[src/design/ldtm_pkg.sv]
// Package for the lid delivery tamper monitor.
// Holds field widths, state and event codes, command codes and shared types.
// No dependencies.
package ldtm_pkg;

    localparam int LID_W   = 2;
    localparam int STATE_W = 3;
    localparam int CMD_W   = 2;
    localparam int TICKS_W = 16;
    localparam int CFG_IDX_W = 1;
    localparam int EV_W    = 3;
    localparam int TO_W    = 2;

    // configuration register indexes
    localparam logic [CFG_IDX_W-1:0] CFG_OPEN_TICKS  = 1'd0;
    localparam logic [CFG_IDX_W-1:0] CFG_CLOSE_TICKS = 1'd1;

    localparam logic [TICKS_W-1:0] OPEN_TICKS_RST  = 16'd500;
    localparam logic [TICKS_W-1:0] CLOSE_TICKS_RST = 16'd5000;

    // lid report codes
    localparam logic [LID_W-1:0] LID_NONE   = 2'd0;
    localparam logic [LID_W-1:0] LID_OPENED = 2'd1;
    localparam logic [LID_W-1:0] LID_CLOSED = 2'd2;

    // monitor states
    localparam logic [STATE_W-1:0] ST_CREATED        = 3'd0;
    localparam logic [STATE_W-1:0] ST_WAITING        = 3'd1;
    localparam logic [STATE_W-1:0] ST_SUSPECT_START  = 3'd2;
    localparam logic [STATE_W-1:0] ST_CONFIRM_START  = 3'd3;
    localparam logic [STATE_W-1:0] ST_SUSPECT_DONE   = 3'd4;
    localparam logic [STATE_W-1:0] ST_CONFIRM_DONE   = 3'd5;
    localparam logic [STATE_W-1:0] ST_SUSPECT_TAMPER = 3'd6;
    localparam logic [STATE_W-1:0] ST_CONFIRM_TAMPER = 3'd7;

    // events applied to the state table
    localparam logic [EV_W-1:0] EV_NONE     = 3'd0;
    localparam logic [EV_W-1:0] EV_OPEN     = 3'd1;
    localparam logic [EV_W-1:0] EV_CLOSED   = 3'd2;
    localparam logic [EV_W-1:0] EV_OPEN_TO  = 3'd3;
    localparam logic [EV_W-1:0] EV_CLOSE_TO = 3'd4;

    // pending timeout codes
    localparam logic [TO_W-1:0] TO_IDLE  = 2'd0;
    localparam logic [TO_W-1:0] TO_OPEN  = 2'd1;
    localparam logic [TO_W-1:0] TO_CLOSE = 2'd2;

    // command codes
    localparam logic [CMD_W-1:0] LED_NONE    = 2'd0;
    localparam logic [CMD_W-1:0] LED_FLASH   = 2'd1;
    localparam logic [CMD_W-1:0] LED_STEADY  = 2'd2;
    localparam logic [CMD_W-1:0] ALARM_NONE  = 2'd0;
    localparam logic [CMD_W-1:0] ALARM_OPEN  = 2'd1;
    localparam logic [CMD_W-1:0] ALARM_DONE  = 2'd2;
    localparam logic [CMD_W-1:0] DISP_NONE   = 2'd0;
    localparam logic [CMD_W-1:0] DISP_BUSY   = 2'd1;
    localparam logic [CMD_W-1:0] DISP_DONE   = 2'd2;
    localparam logic [CMD_W-1:0] DISP_TAMPER = 2'd3;

    typedef struct packed {
        logic [STATE_W-1:0] mon;
        logic [TICKS_W-1:0] count;
        logic [TO_W-1:0]    pending;
        logic               led;
    } ldtm_state_t;

    typedef struct packed {
        logic [CMD_W-1:0] delivery_led;
        logic [CMD_W-1:0] alarm;
        logic [CMD_W-1:0] display;
        logic             stopwatch;
        logic             moved;
    } ldtm_cmd_t;

    typedef struct packed {
        logic [TICKS_W-1:0] open_ticks;
        logic [TICKS_W-1:0] close_ticks;
    } ldtm_cfg_t;

endpackage

[src/design/ldtm_if.sv]
// Handshake channels of the lid delivery tamper monitor: lid items in,
// status items out. Depends on ldtm_pkg.
interface ldtm_lid_if;
    logic                     valid;
    logic                     ready;
    logic [ldtm_pkg::LID_W-1:0] lid_event;
    logic                     tick;

    modport source (output valid, output lid_event, output tick, input ready);
    modport sink   (input valid, input lid_event, input tick, output ready);
endinterface

interface ldtm_status_if;
    logic                         valid;
    logic                         ready;
    logic [ldtm_pkg::STATE_W-1:0] arrival_state;
    logic                         white_led;
    logic                         transitioned;
    logic [ldtm_pkg::CMD_W-1:0]   delivery_led_cmd;
    logic [ldtm_pkg::CMD_W-1:0]   alarm_cmd;
    logic [ldtm_pkg::CMD_W-1:0]   display_cmd;
    logic                         stopwatch_start;

    modport source (output valid, output arrival_state, output white_led,
                    output transitioned, output delivery_led_cmd, output alarm_cmd,
                    output display_cmd, output stopwatch_start, input ready);
    modport sink   (input valid, input arrival_state, input white_led,
                    input transitioned, input delivery_led_cmd, input alarm_cmd,
                    input display_cmd, input stopwatch_start, output ready);
endinterface

[src/design/ldtm_core.sv]
// Combinational step of the lid monitor: lid report, then countdown and expiry.
// Depends on ldtm_pkg.
module ldtm_core
(
    input  ldtm_pkg::ldtm_state_t            cur,
    input  ldtm_pkg::ldtm_cfg_t              cfg,
    input  logic [ldtm_pkg::LID_W-1:0]       lid_event,
    input  logic                             tick,
    output ldtm_pkg::ldtm_state_t            nxt,
    output ldtm_pkg::ldtm_cmd_t              cmd
);

    typedef struct packed {
        ldtm_pkg::ldtm_state_t st;
        ldtm_pkg::ldtm_cmd_t   cmd;
    } work_t;

    function automatic work_t apply_event(work_t w, logic [ldtm_pkg::EV_W-1:0] ev,
                                          ldtm_pkg::ldtm_cfg_t c);
        work_t                        r;
        logic [ldtm_pkg::STATE_W-1:0] nx;
        logic                         go;
        r  = w;
        nx = w.st.mon;
        go = 1'b0;
        case (w.st.mon)
            ldtm_pkg::ST_CREATED:
            begin
                if (ev == ldtm_pkg::EV_OPEN) begin go = 1'b1; nx = ldtm_pkg::ST_SUSPECT_START; end
                if (ev == ldtm_pkg::EV_CLOSED) begin go = 1'b1; nx = ldtm_pkg::ST_WAITING; end
            end
            ldtm_pkg::ST_WAITING:
            begin
                if (ev == ldtm_pkg::EV_OPEN) begin go = 1'b1; nx = ldtm_pkg::ST_SUSPECT_START; end
            end
            ldtm_pkg::ST_SUSPECT_START:
            begin
                if (ev == ldtm_pkg::EV_CLOSED) begin go = 1'b1; nx = ldtm_pkg::ST_WAITING; end
                if (ev == ldtm_pkg::EV_OPEN_TO) begin go = 1'b1; nx = ldtm_pkg::ST_CONFIRM_START; end
            end
            ldtm_pkg::ST_CONFIRM_START:
            begin
                if (ev == ldtm_pkg::EV_CLOSED) begin go = 1'b1; nx = ldtm_pkg::ST_SUSPECT_DONE; end
            end
            ldtm_pkg::ST_SUSPECT_DONE:
            begin
                if (ev == ldtm_pkg::EV_CLOSE_TO) begin go = 1'b1; nx = ldtm_pkg::ST_CONFIRM_DONE; end
            end
            ldtm_pkg::ST_CONFIRM_DONE:
            begin
                if (ev == ldtm_pkg::EV_OPEN) begin go = 1'b1; nx = ldtm_pkg::ST_SUSPECT_TAMPER; end
            end
            ldtm_pkg::ST_SUSPECT_TAMPER:
            begin
                if (ev == ldtm_pkg::EV_CLOSED) begin go = 1'b1; nx = ldtm_pkg::ST_CONFIRM_DONE; end
                if (ev == ldtm_pkg::EV_OPEN_TO) begin go = 1'b1; nx = ldtm_pkg::ST_CONFIRM_TAMPER; end
            end
            default:
            begin
                go = 1'b0;
            end
        endcase
        if (go) begin
            r.st.mon    = nx;
            r.cmd.moved = 1'b1;
            r.st.led    = 1'b0;
            case (nx)
                ldtm_pkg::ST_WAITING:
                begin
                    r.st.pending = ldtm_pkg::TO_IDLE;
                    r.st.count   = '0;
                end
                ldtm_pkg::ST_SUSPECT_START, ldtm_pkg::ST_SUSPECT_TAMPER:
                begin
                    r.st.led     = 1'b1;
                    r.st.pending = ldtm_pkg::TO_OPEN;
                    r.st.count   = c.open_ticks;
                end
                ldtm_pkg::ST_CONFIRM_START:
                begin
                    r.st.led            = 1'b1;
                    r.cmd.delivery_led  = ldtm_pkg::LED_FLASH;
                    r.cmd.alarm         = ldtm_pkg::ALARM_OPEN;
                    r.cmd.display       = ldtm_pkg::DISP_BUSY;
                end
                ldtm_pkg::ST_SUSPECT_DONE:
                begin
                    r.st.pending = ldtm_pkg::TO_CLOSE;
                    r.st.count   = c.close_ticks;
                end
                ldtm_pkg::ST_CONFIRM_DONE:
                begin
                    r.cmd.stopwatch     = 1'b1;
                    r.cmd.delivery_led  = ldtm_pkg::LED_STEADY;
                    r.cmd.alarm         = ldtm_pkg::ALARM_DONE;
                    r.cmd.display       = ldtm_pkg::DISP_DONE;
                end
                ldtm_pkg::ST_CONFIRM_TAMPER:
                begin
                    r.st.led            = 1'b1;
                    r.cmd.delivery_led  = ldtm_pkg::LED_FLASH;
                    r.cmd.alarm         = ldtm_pkg::ALARM_OPEN;
                    r.cmd.display       = ldtm_pkg::DISP_TAMPER;
                end
                default:
                begin
                    r.st.led = 1'b0;
                end
            endcase
        end
        return r;
    endfunction

    work_t                        w0;
    work_t                        w1;
    work_t                        w2;
    logic [ldtm_pkg::EV_W-1:0]    lid_ev;
    logic [ldtm_pkg::EV_W-1:0]    to_ev;

    always_comb
    begin
        w0.st  = cur;
        w0.cmd = '0;
        case (lid_event)
            ldtm_pkg::LID_OPENED: lid_ev = ldtm_pkg::EV_OPEN;
            ldtm_pkg::LID_CLOSED: lid_ev = ldtm_pkg::EV_CLOSED;
            default:              lid_ev = ldtm_pkg::EV_NONE;
        endcase
        w1 = apply_event(w0, lid_ev, cfg);

        to_ev = (w1.st.pending == ldtm_pkg::TO_OPEN) ? ldtm_pkg::EV_OPEN_TO
                                                     : ldtm_pkg::EV_CLOSE_TO;
        w2 = w1;
        if (tick && (w1.st.pending != ldtm_pkg::TO_IDLE)) begin
            if (w1.st.count <= 16'd1) begin
                w2.st.count   = '0;
                w2.st.pending = ldtm_pkg::TO_IDLE;
                w2 = apply_event(w2, to_ev, cfg);
            end else begin
                w2.st.count = w1.st.count - 16'd1;
            end
        end
        nxt = w2.st;
        cmd = w2.cmd;
    end

endmodule

[src/design/lid_delivery_tamper_monitor.sv]
// Top level of the lid delivery tamper monitor: input register, state and
// config registers, result register. Depends on ldtm_pkg, ldtm_if, ldtm_core.
//
//  channel | dir | payload                                       | accept
//  lid     | in  | lid_event, tick                               | valid & ready
//  status  | out | arrival_state, white_led, transitioned, cmds   | valid & ready
//  cfg     | in  | cfg_index, cfg_data                           | cfg_we
//
// One item per cycle while status is not stalled; status valid follows the lid
// accept (input register, then the single-pass step into the result register).
// The monitor state advances when an item moves from the input register into
// the result register. A stalled status side holds the result; the input
// register still takes one more item. Reset clears state, countdown and
// config to their defaults; no clearing pass.
module lid_delivery_tamper_monitor
(
    input  logic                               clk,
    input  logic                               rst_n,
    ldtm_lid_if.sink                           lid,
    ldtm_status_if.source                      status,
    input  logic                               cfg_we,
    input  logic [ldtm_pkg::CFG_IDX_W-1:0]     cfg_index,
    input  logic [ldtm_pkg::TICKS_W-1:0]       cfg_data
);

    ldtm_pkg::ldtm_cfg_t          cfg_reg;
    ldtm_pkg::ldtm_state_t        st_reg;
    ldtm_pkg::ldtm_state_t        st_next;
    ldtm_pkg::ldtm_cmd_t          cmd_next;
    ldtm_pkg::ldtm_cmd_t          cmd_reg;

    logic                         in_valid_reg;
    logic [ldtm_pkg::LID_W-1:0]   lid_event_reg;
    logic                         tick_reg;
    logic                         out_valid_reg;
    logic [ldtm_pkg::STATE_W-1:0] state_out_reg;
    logic                         led_out_reg;
    logic                         advance;

    assign advance   = in_valid_reg && (!out_valid_reg || status.ready);
    assign lid.ready = !in_valid_reg || advance;

    always_ff @(posedge clk or negedge rst_n)
    begin
        if (!rst_n) begin
            cfg_reg.open_ticks  <= ldtm_pkg::OPEN_TICKS_RST;
            cfg_reg.close_ticks <= ldtm_pkg::CLOSE_TICKS_RST;
        end else if (cfg_we) begin
            case (cfg_index)
                ldtm_pkg::CFG_OPEN_TICKS:  cfg_reg.open_ticks  <= cfg_data;
                ldtm_pkg::CFG_CLOSE_TICKS: cfg_reg.close_ticks <= cfg_data;
                default:                   cfg_reg <= cfg_reg;
            endcase
        end
    end

    always_ff @(posedge clk or negedge rst_n)
    begin
        if (!rst_n) begin
            in_valid_reg <= 1'b0;
        end else if (lid.ready) begin
            in_valid_reg <= lid.valid;
        end
    end

    always_ff @(posedge clk)
    begin
        if (lid.ready && lid.valid) begin
            lid_event_reg <= lid.lid_event;
            tick_reg      <= lid.tick;
        end
    end

    ldtm_core u_core
    (
        .cur       (st_reg),
        .cfg       (cfg_reg),
        .lid_event (lid_event_reg),
        .tick      (tick_reg),
        .nxt       (st_next),
        .cmd       (cmd_next)
    );

    always_ff @(posedge clk or negedge rst_n)
    begin
        if (!rst_n) begin
            st_reg.mon     <= ldtm_pkg::ST_CREATED;
            st_reg.count   <= '0;
            st_reg.pending <= ldtm_pkg::TO_IDLE;
            st_reg.led     <= 1'b0;
            out_valid_reg  <= 1'b0;
        end else begin
            if (advance) begin
                st_reg        <= st_next;
                out_valid_reg <= 1'b1;
            end else if (status.ready) begin
                out_valid_reg <= 1'b0;
            end
        end
    end

    always_ff @(posedge clk)
    begin
        if (advance) begin
            state_out_reg <= st_next.mon;
            led_out_reg   <= st_next.led;
            cmd_reg       <= cmd_next;
        end
    end

    assign status.valid            = out_valid_reg;
    assign status.arrival_state    = state_out_reg;
    assign status.white_led        = led_out_reg;
    assign status.transitioned     = cmd_reg.moved;
    assign status.delivery_led_cmd = cmd_reg.delivery_led;
    assign status.alarm_cmd        = cmd_reg.alarm;
    assign status.display_cmd      = cmd_reg.display;
    assign status.stopwatch_start  = cmd_reg.stopwatch;

    // close countdown runs exactly while in suspect complete
    a_close_pending: assert property (@(posedge clk) disable iff (!rst_n)
        (st_reg.mon == ldtm_pkg::ST_SUSPECT_DONE) == (st_reg.pending == ldtm_pkg::TO_CLOSE))
        else $error("close countdown out of step with state");

    a_pending_code: assert property (@(posedge clk) disable iff (!rst_n)
        (st_reg.pending == ldtm_pkg::TO_IDLE) || (st_reg.pending == ldtm_pkg::TO_OPEN)
        || (st_reg.pending == ldtm_pkg::TO_CLOSE))
        else $error("bad pending timeout code");

    a_waiting_idle: assert property (@(posedge clk) disable iff (!rst_n)
        (st_reg.mon == ldtm_pkg::ST_WAITING) |-> (st_reg.pending == ldtm_pkg::TO_IDLE))
        else $error("countdown running in waiting");

    a_led_level: assert property (@(posedge clk) disable iff (!rst_n)
        st_reg.led == ((st_reg.mon == ldtm_pkg::ST_SUSPECT_START)
                    || (st_reg.mon == ldtm_pkg::ST_CONFIRM_START)
                    || (st_reg.mon == ldtm_pkg::ST_SUSPECT_TAMPER)
                    || (st_reg.mon == ldtm_pkg::ST_CONFIRM_TAMPER)))
        else $error("indicator level does not match state");

    a_result_loaded: assert property (@(posedge clk) disable iff (!rst_n)
        advance |=> (status.valid && (status.arrival_state == st_reg.mon)))
        else $error("result register not loaded with new state");

endmodule
[src/flat_wrapper.sv]
// flat-port wrapper written by rule: the top's interface ports become plain ports
module lid_delivery_tamper_monitor_flat 
  (clk, rst_n, cfg_we, cfg_index, cfg_data, lid_valid, lid_lid_event, lid_tick, lid_ready, status_valid, status_arrival_state, status_white_led, status_transitioned, status_delivery_led_cmd, status_alarm_cmd, status_display_cmd, status_stopwatch_start, status_ready);
  ldtm_lid_if lid_i ();
  ldtm_status_if status_i ();
  input  logic clk;
  input  logic rst_n;
  input  logic cfg_we;
  input  logic [ldtm_pkg::CFG_IDX_W-1:0] cfg_index;
  input  logic [ldtm_pkg::TICKS_W-1:0] cfg_data;
  input wire logic [$bits(lid_i.valid)-1:0] lid_valid;
  input wire logic [$bits(lid_i.lid_event)-1:0] lid_lid_event;
  input wire logic [$bits(lid_i.tick)-1:0] lid_tick;
  output wire logic [$bits(lid_i.ready)-1:0] lid_ready;
  output wire logic [$bits(status_i.valid)-1:0] status_valid;
  output wire logic [$bits(status_i.arrival_state)-1:0] status_arrival_state;
  output wire logic [$bits(status_i.white_led)-1:0] status_white_led;
  output wire logic [$bits(status_i.transitioned)-1:0] status_transitioned;
  output wire logic [$bits(status_i.delivery_led_cmd)-1:0] status_delivery_led_cmd;
  output wire logic [$bits(status_i.alarm_cmd)-1:0] status_alarm_cmd;
  output wire logic [$bits(status_i.display_cmd)-1:0] status_display_cmd;
  output wire logic [$bits(status_i.stopwatch_start)-1:0] status_stopwatch_start;
  input wire logic [$bits(status_i.ready)-1:0] status_ready;
  assign lid_i.valid = lid_valid;
  assign lid_i.lid_event = lid_lid_event;
  assign lid_i.tick = lid_tick;
  assign lid_ready = lid_i.ready;
  assign status_valid = status_i.valid;
  assign status_arrival_state = status_i.arrival_state;
  assign status_white_led = status_i.white_led;
  assign status_transitioned = status_i.transitioned;
  assign status_delivery_led_cmd = status_i.delivery_led_cmd;
  assign status_alarm_cmd = status_i.alarm_cmd;
  assign status_display_cmd = status_i.display_cmd;
  assign status_stopwatch_start = status_i.stopwatch_start;
  assign status_i.ready = status_ready;
  lid_delivery_tamper_monitor u_core (.clk(clk), .rst_n(rst_n), .lid(lid_i), .status(status_i), .cfg_we(cfg_we), .cfg_index(cfg_index), .cfg_data(cfg_data));
endmodule
[config.mk]
export PLATFORM = sky130hd
export DESIGN_NAME = lid_delivery_tamper_monitor_flat
export DESIGN_NICKNAME = d
export VERILOG_FILES = /design/src/design/ldtm_pkg.sv /design/src/design/ldtm_if.sv /design/src/design/ldtm_core.sv /design/src/design/lid_delivery_tamper_monitor.sv /design/src/flat_wrapper.sv
export SDC_FILE = /design/constraint.sdc
export NUM_CORES = 1
export LEC_CHECK = 0
export BUFFER_PORTS_ARGS = -buffer_cell sky130_fd_sc_hd__buf_2
export CELL_PAD_IN_SITES_DETAIL_PLACEMENT = 1
export CELL_PAD_IN_SITES_GLOBAL_PLACEMENT = 1
export CORE_AREA = 2 2 98 100
export DETAILED_ROUTE_END_ITERATION = 8
export DIE_AREA = 0 0 100 102
export PLACE_DENSITY = 0.75
export RECOVER_POWER = 50
export SYNTH_ARGS = -nofsm -noshare
export SYNTH_HDL_FRONTEND = slang
export SYNTH_HIERARCHICAL = 1
export SYNTH_SLANG_ARGS = --single-unit
[constraint.sdc]
create_clock -name clk -period 6.2 [get_ports clk]
set_clock_uncertainty 0.15 [all_clocks]
set_input_delay 1.24 -clock clk [delete_from_list [all_inputs] [get_ports clk]]
set_output_delay 1.24 -clock clk [all_outputs]
set_load 0.01 [all_outputs]
== Yosys cells after proc, flatten, opt, wreduce, memory -nomap -nowiden ==
Index checks and enable logic that the tools add are counted.

* Add/subtract/negate cells: 1
* Muxes and demuxes: 54
* Bitwise operators: 1
* Reduce and logical (&&, ||, !) cells: 21
* Order comparisons: 1
* Equal/unequal tests: 36

{| class="wikitable"
|+ Operator list
! kind !! count
|-
| 30-bit two-way mux || 3
|-
| 3-bit two-way mux || 22
|-
| 18-bit one-hot mux with 3 select lines || 1
|-
| 3-bit equality test (second input constant) || 16
|-
| 3-bit one-hot mux with 7 select lines || 2
|-
| 3-bit by 2-bit equality test with 1-bit output (second input constant) || 12
|-
| 18-bit one-hot mux with 2 select lines || 1
|-
| 6-bit one-hot mux with 3 select lines || 2
|-
| 1-bit two-way mux || 18
|-
| 16-bit by 1-bit <= comparator with 1-bit output (second input constant) || 1
|-
| 16-bit two-way mux || 1
|-
| 16-bit by 1-bit subtractor with 16-bit output (second input constant) || 1
|-
| 3-bit by 1-bit equality test with 1-bit output (second input constant) || 4
|-
| 2-bit OR reduction || 6
|-
| 11-bit two-way mux || 1
|-
| 1-bit one-hot mux with 5 select lines || 2
|-
| 4-bit OR reduction || 2
|-
| 2-bit by 1-bit equality test with 1-bit output (second input constant) || 3
|-
| 3-bit zero test || 2
|-
| 2-bit one-hot mux with 2 select lines || 1
|-
| 2-bit AND reduction || 2
|-
| 2-bit nonzero test || 2
|-
| 1-bit logical AND || 3
|-
| 2-bit equality test (second input constant) || 1
|-
| other kinds (3) || 5
|}

* Register bits: 71
* Input bits: 25
* Logic and storage cells: 131

== Depth between registers and ports, before layout ==
* Word-level depth: 24
* Mapped depth: 15

== Hierarchy ==
Netlist, hierarchy kept.

{| class="wikitable"
|+ Modules (own cells, without submodules)
! module !! area an instance (um^2) !! instances !! cells each
|-
| lid_delivery_tamper_monitor || 2,627.5 || 1 || 139
|-
| ldtm_core || 1,410.1 || 1 || 221
|}

== Least setup slack after synthesis ==
Ideal clock, no wire load.

* Path kind: reg-to-reg
* From: register u_core/lid_event_reg[1] in the netlist's numbering
* To: register u_core/st_reg[16] in the netlist's numbering
* Cell stages (with the launch flop): 16
* Data required time: 5,925 ps
* Period minus slack after synthesis: 3,413 ps
* Arrival: 3,138 ps
* Slack: 2,787 ps
* Library setup time: 125 ps
* Cell sequence: edfxtp_1 -> buf_4 -> nand2b_1 -> nor3_1 -> buf_2 -> o21a_1 -> o22ai_1 -> inv_1 -> ha_1 -> nor2_1 -> a2111oi_2 -> nand4_2 -> nor2_1 -> buf_2 -> o21ai_1 -> mux2_2

{| class="wikitable"
|+ RTL lines
! element !! line !! RTL
|-
| start, declared || lid_delivery_tamper_monitor.sv:33 || <nowiki>logic [ldtm_pkg::LID_W-1:0] lid_event_reg;</nowiki>
|-
| start signal, assigned || lid_delivery_tamper_monitor.sv:69 || <nowiki>lid_event_reg <= lid.lid_event;</nowiki>
|-
| end signal, assigned || lid_delivery_tamper_monitor.sv:94 || <nowiki>st_reg <= st_next;</nowiki>
|-
| end, declared || lid_delivery_tamper_monitor.sv:27 || <nowiki>ldtm_pkg::ldtm_state_t st_reg;</nowiki>
|}

==> metrics.yaml <==
hold_end: "u_core/st_reg[13]"
worst_slack_ns: 1.65
reg2reg_slack_ns: 1.65
grt_use_total: 0.202
synthTopCellsByCount: "45 x dfrtp_1, 45 x mux2_2, 30 x a21oi_1"
critical_path_buf_inv_count: 1
ys_seq_area_frac: 0.462
pwr-share-seq: 0.347
num_vias: 2962
ios: 39
yosysTopAreaCell: "dfrtp_1"
avgSynthCellArea_sq_um: 11.2
period_share: 0.734
drive_gt1_frac: 0.350
overflow: 0
reg2reg_depth: 12
nNetsFinal: 422
p_comb_frac: 0.444
ys_ff_latch: 71
clock.fmax_mhz: 220
pre_cts_slack_ns: 1.69
setup_viol: 0
cpLargestDelayFamily: "compound AO/OA/AOI/OAI gates"
synth_edf_count: 15
via_per_inst: 5.80
status: "finished, violations left"
postSynthCellCount: 360
cp_data_arrival_time_ns: 4.65
drt_wl_total_microns: 9830
ys_async_sr_fraction: 0.789
worstMarginPinSlew_ns: 3.04
clock_sinks: 71
startpoint: "u_core/lid_event_reg[1]"
hp-class: "reg -> reg"
core-area_sq_um: 9110
die_y_microns: 102
switchingPower_uw: 809
first_pass_iters: 4
htreeDepth: 3
synth_cell_types: 61
cts_hold_buffers: 0
die_w_microns: 100
synth_top_cell_area_share: 0.279
grt_use_met2: 0.338
n_fill_cell: 1026
ir_drop_mv: 0.148
cts_tree: "done"
drc_errors: 0
finalPower_uw: 2000
violations: "max-capacitance violations, max-slew violations"
path_cells: "and2b_2 > o22ai_2 > o21a_1 > o22ai_1 > inv_1 > ha_1 > nor2_1 > a2111oi_2 > nand4_2 > nor2_1 > a21boi_0 > mux2_2"
initial_core_util: 0.443
critPathMaxStageDelay_ns: 0.86
critPathKind: "reg -> reg"
hold_viol_final: 0
cp.required_ns: 6.29
clk_latency_ns: 0.35
diodes: 0
reg2reg_from: "u_core/lid_event_reg[1]"
cts.clk_slew.worst_paths_ns: 0.08
min_from: "u_core/st_reg[13]"
io_buffer_count: 38
slew_violations: 57
largest_register_ffs: 32
hpwlAfterDp_microns: 6820
cts.repair.resized: 0
netlist_area_sq_um: 4040
cts_setup_buffers: 0
clock_path_buffers: 2
wl_per_cell_microns: 19.2
p_int_uw: 1190
grt_pass1_vias: 3008
cts-root-buf: "clkbuf_8"
power_density_nw_per_um2: 447
period_needed_ns: 4.55
slew_headroom: -1.03
p_leak_uw: 0.00185
drv_cap: 1
hold_depth: 1
die_area_sq_um: 10200
first_iter_violations: 111
ys_warn_count: 6
start_kind: "register"
ys_top_cells_by_area: "dfrtp_1 28%, mux2_2 13%, edfxtp_1 11%"
reg2reg_to: "u_core/st_reg[1]"
grtUsageMet1: 0.265
fin_tns_setup_ns: 0
grtUsageMet3: 0.0246
rsz0062_at_grt: "no"
grt_pass1_wl_microns: 15800
postRouteAntennaNets: 0
grt_max_degree: 57
synth-main-ff-cell: "dfrtp_1"
syn_to_final_growth_pct: 10.7
critPathSlowestCell: "nor2_1"
clockPowerShare: 0.209
antenna_found_initial: 0
busiest_layer: "met2"
cp_max_fo: 16
num_rows: 35
cp-end-kind: "register"
place.gp.congestion: 0.882
numCtsBuffers: 9
syn_nets: 387
swShare: 0.405
crit_top_cell: "nor2_1"
==> area by class of cell <==
type / count / area [sq um] / share of cell area
multi-input combinational: 263 / 2000 / 0.448
sequential: 71 / 1870 / 0.417
timing repair buffer: 42 / 215 / 0.0482
tap: 111 / 139 / 0.0311
clock buffer: 9 / 124 / 0.0277
clock inverter: 7 / 95.1 / 0.0213
inverter: 8 / 30.0 / 0.00672
==> power by group through the flow <==
stage                     sequential (uW)  clock [uW]  combinational (uW)
after global routing                  710         441                 973
final                                 693         417                 887
after detailed placement              700           0                 872
after floorplan                       668           0                 691
after global placement                694           0                 838
after CTS                             692         427                 884
==> worst max path at each step <==
stage | endpoint | cells past startpoint
finish | u_core/st_reg[1] | 12
detailed placement | u_core/st_reg[1] | 12
CTS | u_core/st_reg[1] | 12
global placement | u_core/st_reg[1] | 11
floorplan | u_core/st_reg[16] | 15
global route | u_core/st_reg[1] | 11
==> layout by cell type, fill, tap and decap left out, drive strengths merged, types with 13 or more instances in the layout <==
master | Yosys | final
dfrtp | 45 | 45
buf | 17 | 41
edfxtp | 15 | 15
nand2b | 13 | 13
mux2 | 56 | 56
o21ai | 27 | 27
nand2 | 27 | 27
a21oi | 32 | 32
==> cells by family (layout without fill, tap and decap cells) <==
group           count (synthesis)  count (layout)  synth area share
fa+ha+maj                       2               2           0.00620
flops                          71              71             0.462
mux                            59              59             0.173
xor+xnor                        1               1           0.00217
buf+inv                        26              66            0.0428
simple gates                  101             101             0.141
compound gates                100             100             0.173
==> stage by stage <==
stage / hold WS [ns] / utilization / instance area (sq um) / instances
2_1_floorplan: 0.320 / - / 4040 / 360
3_3_place_gp: 0.332 / 0.467 / 4260 / 495
3_5_place_dp: 0.337 / 0.467 / 4260 / 495
4_1_cts: 0.357 / 0.491 / 4480 / 511
5_1_grt: 0.380 / 0.491 / 4470 / 511
6_report: 0.361 / 0.491 / 4470 / 511
==> metal layers <==
| metal | wire [microns] | part of all wire |
|---|---|---|
| met3 | 248 | 0.025 |
| met1 | 4610 | 0.47 |
| met2 | 4780 | 0.49 |
| met5 | 0 | 0 |
| met4 | 189 | 0.019 |
No activity file was read; power rests on OpenSTA's default activity.
